==> src/hw/rtl/tfn_pkg.sv <==
// ----------------------------------------------------------------------------
// tfn_pkg
// Shared types and constants of the triangle face normal generator.
// ----------------------------------------------------------------------------
package tfn_pkg;

  localparam int VTX_DEPTH = 4096;
  localparam int VTX_AW    = $clog2(VTX_DEPTH);

  // Cross product component width: 25-bit edges, 50-bit products, one sum.
  localparam int XW = 52;

  localparam logic [1:0] REQ_LOAD   = 2'd0;
  localparam logic [1:0] REQ_FACE   = 2'd1;
  localparam logic [1:0] REQ_GATHER = 2'd2;

  localparam logic [1:0] CORNER_A = 2'd0;
  localparam logic [1:0] CORNER_B = 2'd1;
  localparam logic [1:0] CORNER_C = 2'd2;

  localparam logic [15:0] UNIT_ONE = 16'd16384;
  localparam logic signed [24:0] SAT_HI = 25'sd8388607;
  localparam logic signed [24:0] SAT_LO = -25'sd8388608;

  typedef struct packed {
    logic signed [23:0] x;
    logic signed [23:0] y;
    logic signed [23:0] z;
  } vec24_t;

  typedef struct packed {
    logic signed [XW-1:0] x;
    logic signed [XW-1:0] y;
    logic signed [XW-1:0] z;
  } xvec_t;

endpackage

==> src/hw/rtl/tfn_unit.sv <==
// ----------------------------------------------------------------------------
// tfn_unit
// Unit vector in Q1.14: scale, sum of squares, bit-serial square root and
// restoring division, one step per cycle.
// ----------------------------------------------------------------------------
module tfn_unit import tfn_pkg::*; (
  input  logic   clk,
  input  logic   rst_n,
  input  logic   start,
  input  xvec_t  xv,
  output logic   done,
  output vec24_t nv
);

  typedef enum logic [2:0] {
    U_IDLE, U_ABS, U_SCALE, U_SQ, U_SQRT, U_DSET, U_DIV, U_STORE
  } ustate_t;

  ustate_t     state_r;
  logic [XW-1:0] u_r [3];
  logic [2:0]  neg_r;
  logic [4:0]  cnt_r;
  logic [1:0]  i_r;
  logic [59:0] prod_r;
  logic [63:0] s_r, res_r, bit_r;
  logic [47:0] rem_r, dv_r;
  logic [15:0] q_r;
  logic        done_r;
  vec24_t      nv_r;
  logic [XW-1:0] m;
  logic [63:0] trial;
  logic [15:0] q_sat;
  logic signed [23:0] q_s;

  always_comb begin
    m = u_r[0];
    if (u_r[1] > m) m = u_r[1];
    if (u_r[2] > m) m = u_r[2];
  end

  assign trial = res_r + bit_r;
  assign q_sat = (q_r > UNIT_ONE) ? UNIT_ONE : q_r;
  assign q_s   = neg_r[i_r] ? -24'(q_sat) : 24'(q_sat);

  always_ff @(posedge clk) begin
    if (!rst_n) begin
      state_r <= U_IDLE;
      done_r  <= 1'b0;
    end else begin
      done_r <= 1'b0;
      case (state_r)
        U_IDLE: begin
          if (start) begin
            neg_r <= {xv.z[XW-1], xv.y[XW-1], xv.x[XW-1]};
            u_r[0] <= xv.x[XW-1] ? -xv.x : xv.x;
            u_r[1] <= xv.y[XW-1] ? -xv.y : xv.y;
            u_r[2] <= xv.z[XW-1] ? -xv.z : xv.z;
            state_r <= U_ABS;
          end
        end
        U_ABS: begin
          if (m == '0) begin
            nv_r    <= '0;
            done_r  <= 1'b1;
            state_r <= U_IDLE;
          end else begin
            state_r <= U_SCALE;
          end
        end
        U_SCALE: begin
          // bring the largest magnitude into [2^29, 2^30)
          if (m[XW-1:30] != '0) begin
            for (int k = 0; k < 3; k++) u_r[k] <= u_r[k] >> 1;
          end else if (!m[29]) begin
            for (int k = 0; k < 3; k++) u_r[k] <= u_r[k] << 1;
          end else begin
            cnt_r   <= '0;
            s_r     <= '0;
            state_r <= U_SQ;
          end
        end
        U_SQ: begin
          if (cnt_r < 5'd3) prod_r <= u_r[cnt_r[1:0]][29:0] * u_r[cnt_r[1:0]][29:0];
          if (cnt_r != 5'd0) s_r <= s_r + 64'(prod_r);
          if (cnt_r == 5'd3) begin
            res_r   <= '0;
            bit_r   <= 64'd1 << 62;
            cnt_r   <= '0;
            state_r <= U_SQRT;
          end else begin
            cnt_r <= cnt_r + 5'd1;
          end
        end
        U_SQRT: begin
          if (s_r >= trial) begin
            s_r   <= s_r - trial;
            res_r <= (res_r >> 1) + bit_r;
          end else begin
            res_r <= res_r >> 1;
          end
          bit_r <= bit_r >> 2;
          cnt_r <= cnt_r + 5'd1;
          if (cnt_r == 5'd31) begin
            i_r     <= '0;
            state_r <= U_DSET;
          end
        end
        U_DSET: begin
          rem_r   <= (48'(u_r[i_r][29:0]) << 15) + 48'(res_r[31:0]);
          dv_r    <= 48'(res_r[31:0]) << 16;
          q_r     <= '0;
          cnt_r   <= 5'd15;
          state_r <= U_DIV;
        end
        U_DIV: begin
          if (rem_r >= dv_r) begin
            rem_r         <= rem_r - dv_r;
            q_r[cnt_r[3:0]] <= 1'b1;
          end
          dv_r <= dv_r >> 1;
          cnt_r <= cnt_r - 5'd1;
          if (cnt_r == 5'd0) state_r <= U_STORE;
        end
        U_STORE: begin
          case (i_r)
            2'd0: nv_r.x <= q_s;
            2'd1: nv_r.y <= q_s;
            default: nv_r.z <= q_s;
          endcase
          if (i_r == 2'd2) begin
            done_r  <= 1'b1;
            state_r <= U_IDLE;
          end else begin
            i_r     <= i_r + 2'd1;
            state_r <= U_DSET;
          end
        end
        default: state_r <= U_IDLE;
      endcase
    end
  end

  assign done = done_r;
  assign nv   = nv_r;

endmodule

==> config.mk <==
export PLATFORM = sky130hd
export DESIGN_NAME = tfn_unit
export DESIGN_NICKNAME = d
export VERILOG_FILES = /design/src/hw/rtl/tfn_pkg.sv /design/src/hw/rtl/tfn_unit.sv
export SDC_FILE = /design/constraint.sdc
export NUM_CORES = 2
export LEC_CHECK = 0
export ABC_AREA = 1
export BUFFER_PORTS_ARGS = -buffer_cell sky130_fd_sc_hd__buf_2
export CORE_UTILIZATION = 45
export DETAILED_ROUTE_END_ITERATION = 10
export GPL_TIMING_DRIVEN = 0
export SYNTH_ARGS = -nofsm -noshare
export SYNTH_HDL_FRONTEND = slang
export SYNTH_SLANG_ARGS = --single-unit
==> constraint.sdc <==
create_clock -name clk -period 22.5 [get_ports clk]
set_input_delay 4.5 -clock clk [delete_from_list [all_inputs] [get_ports clk]]
set_output_delay 4.5 -clock clk [all_outputs]
set_load 0.01 [all_outputs]
==> results.cfg <==
[floorplan]
core_sq_um = 167000
initial_utilization = 0.453
die_x_microns = 412
dieArea_sq_um = 170000
rows = 150
io_pins = 232
die_height_microns = 412

[outcome]
violations = capacitance limit, slew limit
status = finished, violations left

[timing]
tightest_slew_ns = 1.57
timing.final.crit_share = 0.525
slew_headroom = -0.0578
slew_violations = 29
hold_viol = 0
setup_viol = 0
skew_ns = 0.0384
tns_ns = 0
clock.fmax_mhz = 84.6
min_period_ns = 11.81
grt_setup_unrepaired = false

[global_routing]
grt_pass1_wl_microns = 435000
antenna_found_initial = 8
grt_pass1_vias = 69000
grt_overflow = 0
grt_use_total = 0.345
grt_max_degree = 63

[yosys]
synthArstFlopShare = 0
yosys_warnings = 0
synth_edf_count = 569
netlist_instances = 9938
synth_ff_type = edfxtp_1
synth.largest_area_cell = edfxtp_1
yosysTopAreaCellShare = 0.226
ys_ff_latch = 577
syn_avg_cell_area_sq_um = 7.61
synth_cell_types = 65
syn_nets = 11400
synth_area_leaders = edfxtp_1 23%, fa_1 19%, ha_1 10%
netlist_area_sq_um = 75600
synth-seq-area-share = 0.228

[layout]
layout-area-overhead-vs-synth_pct = 8.81
ff_latch_area_sq_um = 17200
drive_above_1_share = 0.0514
layout_common_cells = 1,962 x inv_1, 1,775 x nand2_1, 1,179 x nor2_1, 700 x fa_1, 694 x a21oi_1
multi_input_area_sq_um = 49900
fin_nets = 11700
final_common_cell = inv_1
nFillCells = 17000

[worst_setup_path]
critPathKind = reg2reg
r2r_cells = 30
regToRegSetupSlack_ns = 10.69
slowest_stage = o21ai_0
path_max_fanout = 10
cp-start-kind = register
r2r-end = prod_r[53]
cp-end-kind = register
cp_common_cell = fa_1
setup.worst_path.end = prod_r[53]
cp.arrival_ns = 12.30
cp_slowest_stage_delay_ns = 1.23
worstPathRequired_ns = 22.98

[placement]
hpwl_microns = 248000
gp_congestion = 1.05
port_buffers = 230

[min_path]
hold_depth = 2
hp-class = reg2reg

[clock_network]
clock_latency_ns = 0.71
htree_levels = 3
cts_hold_buf = 0
cts_num_sinks = 577
post_cts_buffers = 0
cts_buffers = 71
cts_resized = 0
tritoncts = done
cts_buffer_depth = 3
cts_root_buffer = clkbuf_16
path_clk_slew_ns = 0.06

[route]
drtIter0Drc = 7026
drt-total-wl_microns = 295000
vias = 69900
wire_per_inst_microns = 23.6
ant_nets = 0
firstDrtPassIters = 9
drc = 0
via_per_inst = 5.58

[flow_run]
cap_violations = 5
==> worst min-delay path by stage <==
stage / start / end / slack, ns
CTS: state_r[1] / state_r[1] / 0.52
finish: state_r[1] / state_r[1] / 0.52
global route: state_r[1] / state_r[1] / 0.55
global placement: state_r[1] / state_r[1] / 0.50
detailed placement: state_r[1] / state_r[1] / 0.51
floorplan: state_r[1] / state_r[1] / 0.48
==> state kept, by name (all words and copies together) (netlist names), named ones only <==
name	cells
bit_r	32
dv_r	48
state_r	3
u_r	156
res_r	64
cnt_r	5
prod_r	59
neg_r	3
i_r	2
rem_r	48
s_r	64
q_r	16
done	1
nv	72
==> per-stage QoR <==
step / area (sq um) / util / setup WS, ns / hold WS [ns] / std cells
after floorplan: 75600 / - / 12.02 / 0.482 / 9938
after global placement: 79500 / 0.476 / 8.21 / 0.499 / 12400
after detailed placement: 80000 / 0.479 / 11.06 / 0.512 / 12400
after CTS: 82300 / 0.493 / 11.02 / 0.522 / 12500
after global routing: 82300 / 0.493 / 10.74 / 0.554 / 12500
final: 82300 / 0.493 / 10.69 / 0.521 / 12500
==> critical path: cells and delay by family, from the launching register on <==
kind                     cells  cell delay, ns
AO/OA/AOI/OAI                7            2.59
XOR/XNOR                     1            0.32
adder cells (fa/ha/maj)      9            4.59
buffers and inverters       10            2.64
flip-flops                   1            0.74
AND/OR/NAND/NOR              3            0.69
==> metal layers <==
metal	track usage	part of all wire
met3	0.0594	0.078
met5	0	0.00028
met1	0.448	0.41
met2	0.566	0.46
met4	0.143	0.048
==> final cells by class <==
cell class                 instances  area share
clock inverter                    45     0.00493
sequential                       577       0.210
inverter                        1978      0.0902
multi-input combinational       7129       0.606
buffer                           254      0.0147
clock buffer                      84      0.0224
tap                             2204      0.0335
antenna                            1   0.0000304
timing repair buffer             253      0.0187
==> kinds of logic after synthesis <==
| family | synth area share |
|---|---|
| AND/OR/NAND/NOR | 0.190 |
| adder cells (fa/ha/maj) | 0.287 |
| multiplexers | 0.000132 |
| XOR/XNOR | 0.0418 |
| AO/OA/AOI/OAI | 0.138 |
| flip-flops | 0.228 |
| buffers and inverters | 0.114 |
==> Yosys cell counts (30+ instances only) <==
cell type / count
fa_1: 700
o21ai_0: 603
buf_2: 30
nand4_1: 69
xnor2_1: 166
or2_2: 51
inv_1: 1962
o21ai_1: 193
o211ai_1: 55
clkbuf_1: 166
nand3_1: 221
a31oi_1: 175
nor4_1: 62
nor3_1: 122
xor2_1: 195
edfxtp_1: 569
nor2_1: 1182
ha_1: 616
nand2_1: 1775
a21oi_1: 697
Power is not shown: default switching activity piles up to over one toggle a cycle in this logic, so the estimate is an artifact.
