`config.mk`:
```
export PLATFORM = sky130hd
export DESIGN_NAME = tfn_cross
export DESIGN_NICKNAME = d
export VERILOG_FILES = /design/src/hw/rtl/tfn_pkg.sv /design/src/hw/rtl/tfn_cross.sv
export SDC_FILE = /design/constraint.sdc
export NUM_CORES = 2
export LEC_CHECK = 0
export BUFFER_PORTS_ARGS = -buffer_cell sky130_fd_sc_hd__buf_2
export CORE_UTILIZATION = 57
export DETAILED_ROUTE_END_ITERATION = 6
export PLACE_DENSITY_LB_ADDON = 0.05
export SYNTH_ARGS = -nofsm -noshare
export SYNTH_HDL_FRONTEND = slang
export SYNTH_SLANG_ARGS = --single-unit
```
`constraint.sdc`:
```
create_clock -name clk -period 8.04 [get_ports clk]
set_input_delay 1.206 -clock clk [delete_from_list [all_inputs] [get_ports clk]]
set_output_delay 1.206 -clock clk [all_outputs]
set_load 0.005 [all_outputs]
```
`src/hw/rtl/tfn_pkg.sv`:
```
// ----------------------------------------------------------------------------
// tfn_pkg
// Shared types and constants of the triangle face normal generator.
// ----------------------------------------------------------------------------
package tfn_pkg;

  localparam int VTX_DEPTH = 4096;
  localparam int VTX_AW    = $clog2(VTX_DEPTH);

  // Cross product component width: 25-bit edges, 50-bit products, one sum.
  localparam int XW = 52;

  localparam logic [1:0] REQ_LOAD   = 2'd0;
  localparam logic [1:0] REQ_FACE   = 2'd1;
  localparam logic [1:0] REQ_GATHER = 2'd2;

  localparam logic [1:0] CORNER_A = 2'd0;
  localparam logic [1:0] CORNER_B = 2'd1;
  localparam logic [1:0] CORNER_C = 2'd2;

  localparam logic [15:0] UNIT_ONE = 16'd16384;
  localparam logic signed [24:0] SAT_HI = 25'sd8388607;
  localparam logic signed [24:0] SAT_LO = -25'sd8388608;

  typedef struct packed {
    logic signed [23:0] x;
    logic signed [23:0] y;
    logic signed [23:0] z;
  } vec24_t;

  typedef struct packed {
    logic signed [XW-1:0] x;
    logic signed [XW-1:0] y;
    logic signed [XW-1:0] z;
  } xvec_t;

endpackage

```
`src/hw/rtl/tfn_cross.sv`:
```
// ----------------------------------------------------------------------------
// tfn_cross
// Edge vectors and their cross product over one shared multiplier, six products in turn.
// ----------------------------------------------------------------------------
module tfn_cross import tfn_pkg::*; (
  input  logic   clk,
  input  logic   rst_n,
  input  logic   start,
  input  vec24_t pa,
  input  vec24_t pb,
  input  vec24_t pc,
  output logic   done,
  output xvec_t  xv
);

  logic signed [24:0] e1x_r, e1y_r, e1z_r, e2x_r, e2y_r, e2z_r;
  logic signed [24:0] op_a, op_b;
  logic signed [49:0] prod_r;
  logic [2:0]         cnt_r;
  logic               run_r;
  logic               done_r;
  xvec_t              xv_r;
  logic [2:0]         term;
  logic signed [XW-1:0] prod_x;

  always_comb begin
    case (cnt_r)
      3'd0: begin op_a = e1y_r; op_b = e2z_r; end
      3'd1: begin op_a = e1z_r; op_b = e2y_r; end
      3'd2: begin op_a = e1z_r; op_b = e2x_r; end
      3'd3: begin op_a = e1x_r; op_b = e2z_r; end
      3'd4: begin op_a = e1x_r; op_b = e2y_r; end
      3'd5: begin op_a = e1y_r; op_b = e2x_r; end
      default: begin op_a = '0; op_b = '0; end
    endcase
  end

  assign term   = cnt_r - 3'd1;
  assign prod_x = XW'(prod_r);

  always_ff @(posedge clk) begin
    if (!rst_n) begin
      run_r  <= 1'b0;
      done_r <= 1'b0;
      cnt_r  <= '0;
    end else begin
      done_r <= 1'b0;
      if (start) begin
        e1x_r <= 25'(pa.x) - 25'(pb.x);
        e1y_r <= 25'(pa.y) - 25'(pb.y);
        e1z_r <= 25'(pa.z) - 25'(pb.z);
        e2x_r <= 25'(pb.x) - 25'(pc.x);
        e2y_r <= 25'(pb.y) - 25'(pc.y);
        e2z_r <= 25'(pb.z) - 25'(pc.z);
        cnt_r <= '0;
        run_r <= 1'b1;
      end else if (run_r) begin
        prod_r <= op_a * op_b;
        // accumulate the registered product of the previous step
        if (cnt_r != 3'd0) begin
          case (term)
            3'd0: xv_r.x <= prod_x;
            3'd1: xv_r.x <= xv_r.x - prod_x;
            3'd2: xv_r.y <= prod_x;
            3'd3: xv_r.y <= xv_r.y - prod_x;
            3'd4: xv_r.z <= prod_x;
            3'd5: xv_r.z <= xv_r.z - prod_x;
            default: ;
          endcase
        end
        if (cnt_r == 3'd6) begin
          run_r  <= 1'b0;
          done_r <= 1'b1;
        end else begin
          cnt_r <= cnt_r + 3'd1;
        end
      end
    end
  end

  assign done = done_r;
  assign xv   = xv_r;

endmodule

```
==> run summary <==
- **I/O pin cnt** 376
- **met1 track demand over resource in global routing** 44.43%
- **outcome** finished with violations
- **count of maximum capacitance violations** 0
- **routed length per instance** 20.06 um
- **failing checks** negative setup slack
- **Num CTS Buffers** 45
- **wire length reported by the detailed router** 150200 um
- **total number of yosys warnings** 0
- **post-synth top area share** 26.47%
- **post-synthesis cell type count** 83
- **highest-utilization routing layer at the global route stage** met2
- **clock slew seen by the registers of the worst setup and hold paths** 0.06 ns
- **number of hold violations in the final report** 0
- **most repeated cell in the gate-level netlist after synthesis** sky130_fd_sc_hd__inv_1
- **wire length of the first global-routing pass** 232100 um
- **post-route setup slack** -0.08380 ns
- **worst reg2reg setup slack** -0.08 ns
- **number of buffers inserted by hold repair at cts** 0
- **most common cell type on the critical path** sky130_fd_sc_hd__fa_1
- **Detailed Route Iter0 Violations** 3011
- **DRC violations left** 0
- **met2 GRT Util** 56.22%
- **die boundary height** 299.5 um
- **finished layout cell area** 59640 um2
- **leading area contributor after synthesis** sky130_fd_sc_hd__fa_1
- **cells on worst reg2reg path** 34
- **via count of the first global-routing pass** 42540
- **area of the core region** 87160 um2
- **final weighted congestion of routability-driven global placement** 1.018
- **setup repair after global routing missed its margin** true
- **Final Slew Violations** 0
- **Arrival @ worst endpoint** 8.46 ns
- **ratio of cells with drive above 1 in the final layout** 18.02%
- **min-delay worst type** reg -> reg
- **Post-DP HPWL** 125300 um
- **area enclosed by the die boundary** 89710 um2
- **number of failing setup endpoints in the final timing report** 3
- **post-synthesis cell area** 50450 um2
- **fraction of the cycle the final worst path needs** 101.0%
- **mean instance size in the synthesized netlist** 9.006 um2
- **delay of the slowest critical-path stage** 0.58 ns
- **Core Rows** 108
- **highest attainable clock frequency** 123.1 MHz
- **list of most frequent post-synthesis cells** sky130_fd_sc_hd__inv_1, sky130_fd_sc_hd__nand2_1, sky130_fd_sc_hd__fa_1, sky130_fd_sc_hd__nor2_1, sky130_fd_sc_hd__ha_1
- **overall overflow remaining after global route** 0
- **Worst Max-Slew Pin Slew** 1.095 ns
- **depth of the CTS H-tree** 2
- **# port buffers** 375
- **kind of critical path** reg -> reg
- **part of the Yosys area used for sequential elements** 21.39%
- **startpoint of the lowest-slack hold path** run_r
- **initial antenna violation count** 3
- **Slew HR** 27.00%
- **cell type of the slowest stage on the worst timing path** sky130_fd_sc_hd__fa_1
- **async set-reset flop share out of synthesis** 0%
- **number of flops mapped to enable cells by yosys** 356
- **sinks on the clock net** 361
- **root buffer cell** sky130_fd_sc_hd__clkbuf_16
- **P&R area growth vs syn** 18.21%
- **post-synthesis sequential element count** 361
- **total via count in the routed design** 41900
- **largest net degree at the start of global routing** 87
- **largest cells by area after synthesis** sky130_fd_sc_hd__fa_1, sky130_fd_sc_hd__edfxtp_1, sky130_fd_sc_hd__ha_1
- **number of detailed-routing iterations run before antenna repair** 6
- **summed negative setup slack over all endpoints** -0.1884 ns
- **dpl ws** -0.4046 ns
- **most instantiated flip-flop cell in the synthesis netlist** sky130_fd_sc_hd__edfxtp_1
- **Vias/cell** 5.599
- **required arrival time at the worst endpoint** 8.37 ns
- **Post-Syn Nets** 6933
- **maximum root-to-sink buffer count** 3
- **Worst Path Max Fanout** 8
- **Die W** 299.5 um
- **CP Launch Point** cnt_r[0]
- **starting density of the core** 57.89%
- **gr usage total** 33.44%
- **clock tree from TritonCTS** yes
- **Fin Clk Skew** 0.02097 ns
- **post-detailed-route count of antenna-violating nets** 0
- **net total in the final layout** 7625
- **endpoint type of the worst setup path** flop
- **area post-placement** 56680 um2
- **count of cells along the worst hold path** 2
- **launch point of the worst reg-to-reg path** cnt_r[0]
- **clock latency on the worst-skew pair** 0.60 ns
- **grt met3 use** 3.841%
- **Period minus WS final** 8.124 ns
- **synthesized instance count** 5602
- **crit start category** flop
## final timing paths
path,end
hold / removal,done
hold reg to reg,done
setup / recovery,prod_r[45]
setup reg to reg,prod_r[45]
## stage by stage
step                      cells  util [%]  hold WS, ns
final                      7484     68.43       0.5341
after global routing       7483     68.43       0.5721
after CTS                  7442     67.17       0.5233
after detailed placement   7356     65.03       0.5075
after global placement     7356     65.03       0.5195
after floorplan            5602         -       0.4548
## registers in the layout, indices dropped and copies added, names as in the netlist
register	cells
done	1
cnt_r	3
xv	156
e1y_r	25
e2z_r	25
run_r	1
prod_r	50
e1z_r	25
e1x_r	25
e2x_r	25
e2y_r	25
## cell type report
type | instances | area, um2
multi-input combinational | 4072 | 36200
fill | 7092 | 27520
sequential | 361 | 10800
timing repair buffer | 815 | 5918
inverter | 999 | 3757
tap | 1155 | 1445
clock buffer | 51 | 1149
clock inverter | 29 | 364.1
antenna | 2 | 5.005
## metal layers
layer	up-vias	share of wire [%]
met3	287	6.8
met4	2	4.2
met2	1562	47
met1	20400	42
met5	-	0.0087
li1	19650	-
## cell usage in the layout (no fill, tap or decap), types with 26 or more instances in the layout
master	synthesis	layout
sky130_fd_sc_hd__nor2_1	456	438
sky130_fd_sc_hd__nand2_2	0	26
sky130_fd_sc_hd__ha_1	445	422
sky130_fd_sc_hd__buf_4	0	370
sky130_fd_sc_hd__a21o_1	126	126
sky130_fd_sc_hd__o21a_1	51	51
sky130_fd_sc_hd__fa_1	667	647
sky130_fd_sc_hd__a21oi_1	275	258
sky130_fd_sc_hd__nor2b_1	43	43
sky130_fd_sc_hd__and2_1	54	29
sky130_fd_sc_hd__nand3_1	60	59
sky130_fd_sc_hd__edfxtp_1	356	356
sky130_fd_sc_hd__o21bai_1	34	34
sky130_fd_sc_hd__nand2b_1	58	57
sky130_fd_sc_hd__buf_12	0	43
sky130_fd_sc_hd__o21ai_0	269	262
sky130_fd_sc_hd__nor3_1	55	52
sky130_fd_sc_hd__xnor2_1	200	199
sky130_fd_sc_hd__and3_1	33	32
sky130_fd_sc_hd__buf_2	0	375
sky130_fd_sc_hd__xor2_1	94	94
sky130_fd_sc_hd__clkbuf_16	0	49
sky130_fd_sc_hd__nand2_1	736	705
sky130_fd_sc_hd__inv_1	998	977
sky130_fd_sc_hd__nand4_1	33	33
sky130_fd_sc_hd__a31oi_1	34	31
## cell families after synthesis
logic type / Yosys count / share of synthesized area, %
AND/OR/NAND/NOR: 1602 / 13.80
buffers and inverters: 1169 / 8.697
adder cells (fa/ha/maj): 1112 / 37.50
AO/OA/AOI/OAI: 1049 / 13.20
flip-flops: 361 / 21.39
XOR/XNOR: 294 / 5.104
multiplexers: 15 / 0.3150
## critical path, delay by kind of cell, from the launching register on
family                   cells  cell delay [ns]
XOR/XNOR                     1             0.12
AO/OA/AOI/OAI               10             1.91
flip-flops                   1             0.39
AND/OR/NAND/NOR              3             0.40
adder cells (fa/ha/maj)      9             3.91
buffers and inverters       11             1.11
## timing repair
item	in CTS	in global routing
endpoints found under the setup margin	15	19
pin swaps	16	80
setup buffers	3	37
resized for setup	82	181
cloned	3	4
Power is not shown: default switching activity piles up to over one toggle a cycle in this logic, so the estimate is an artifact.
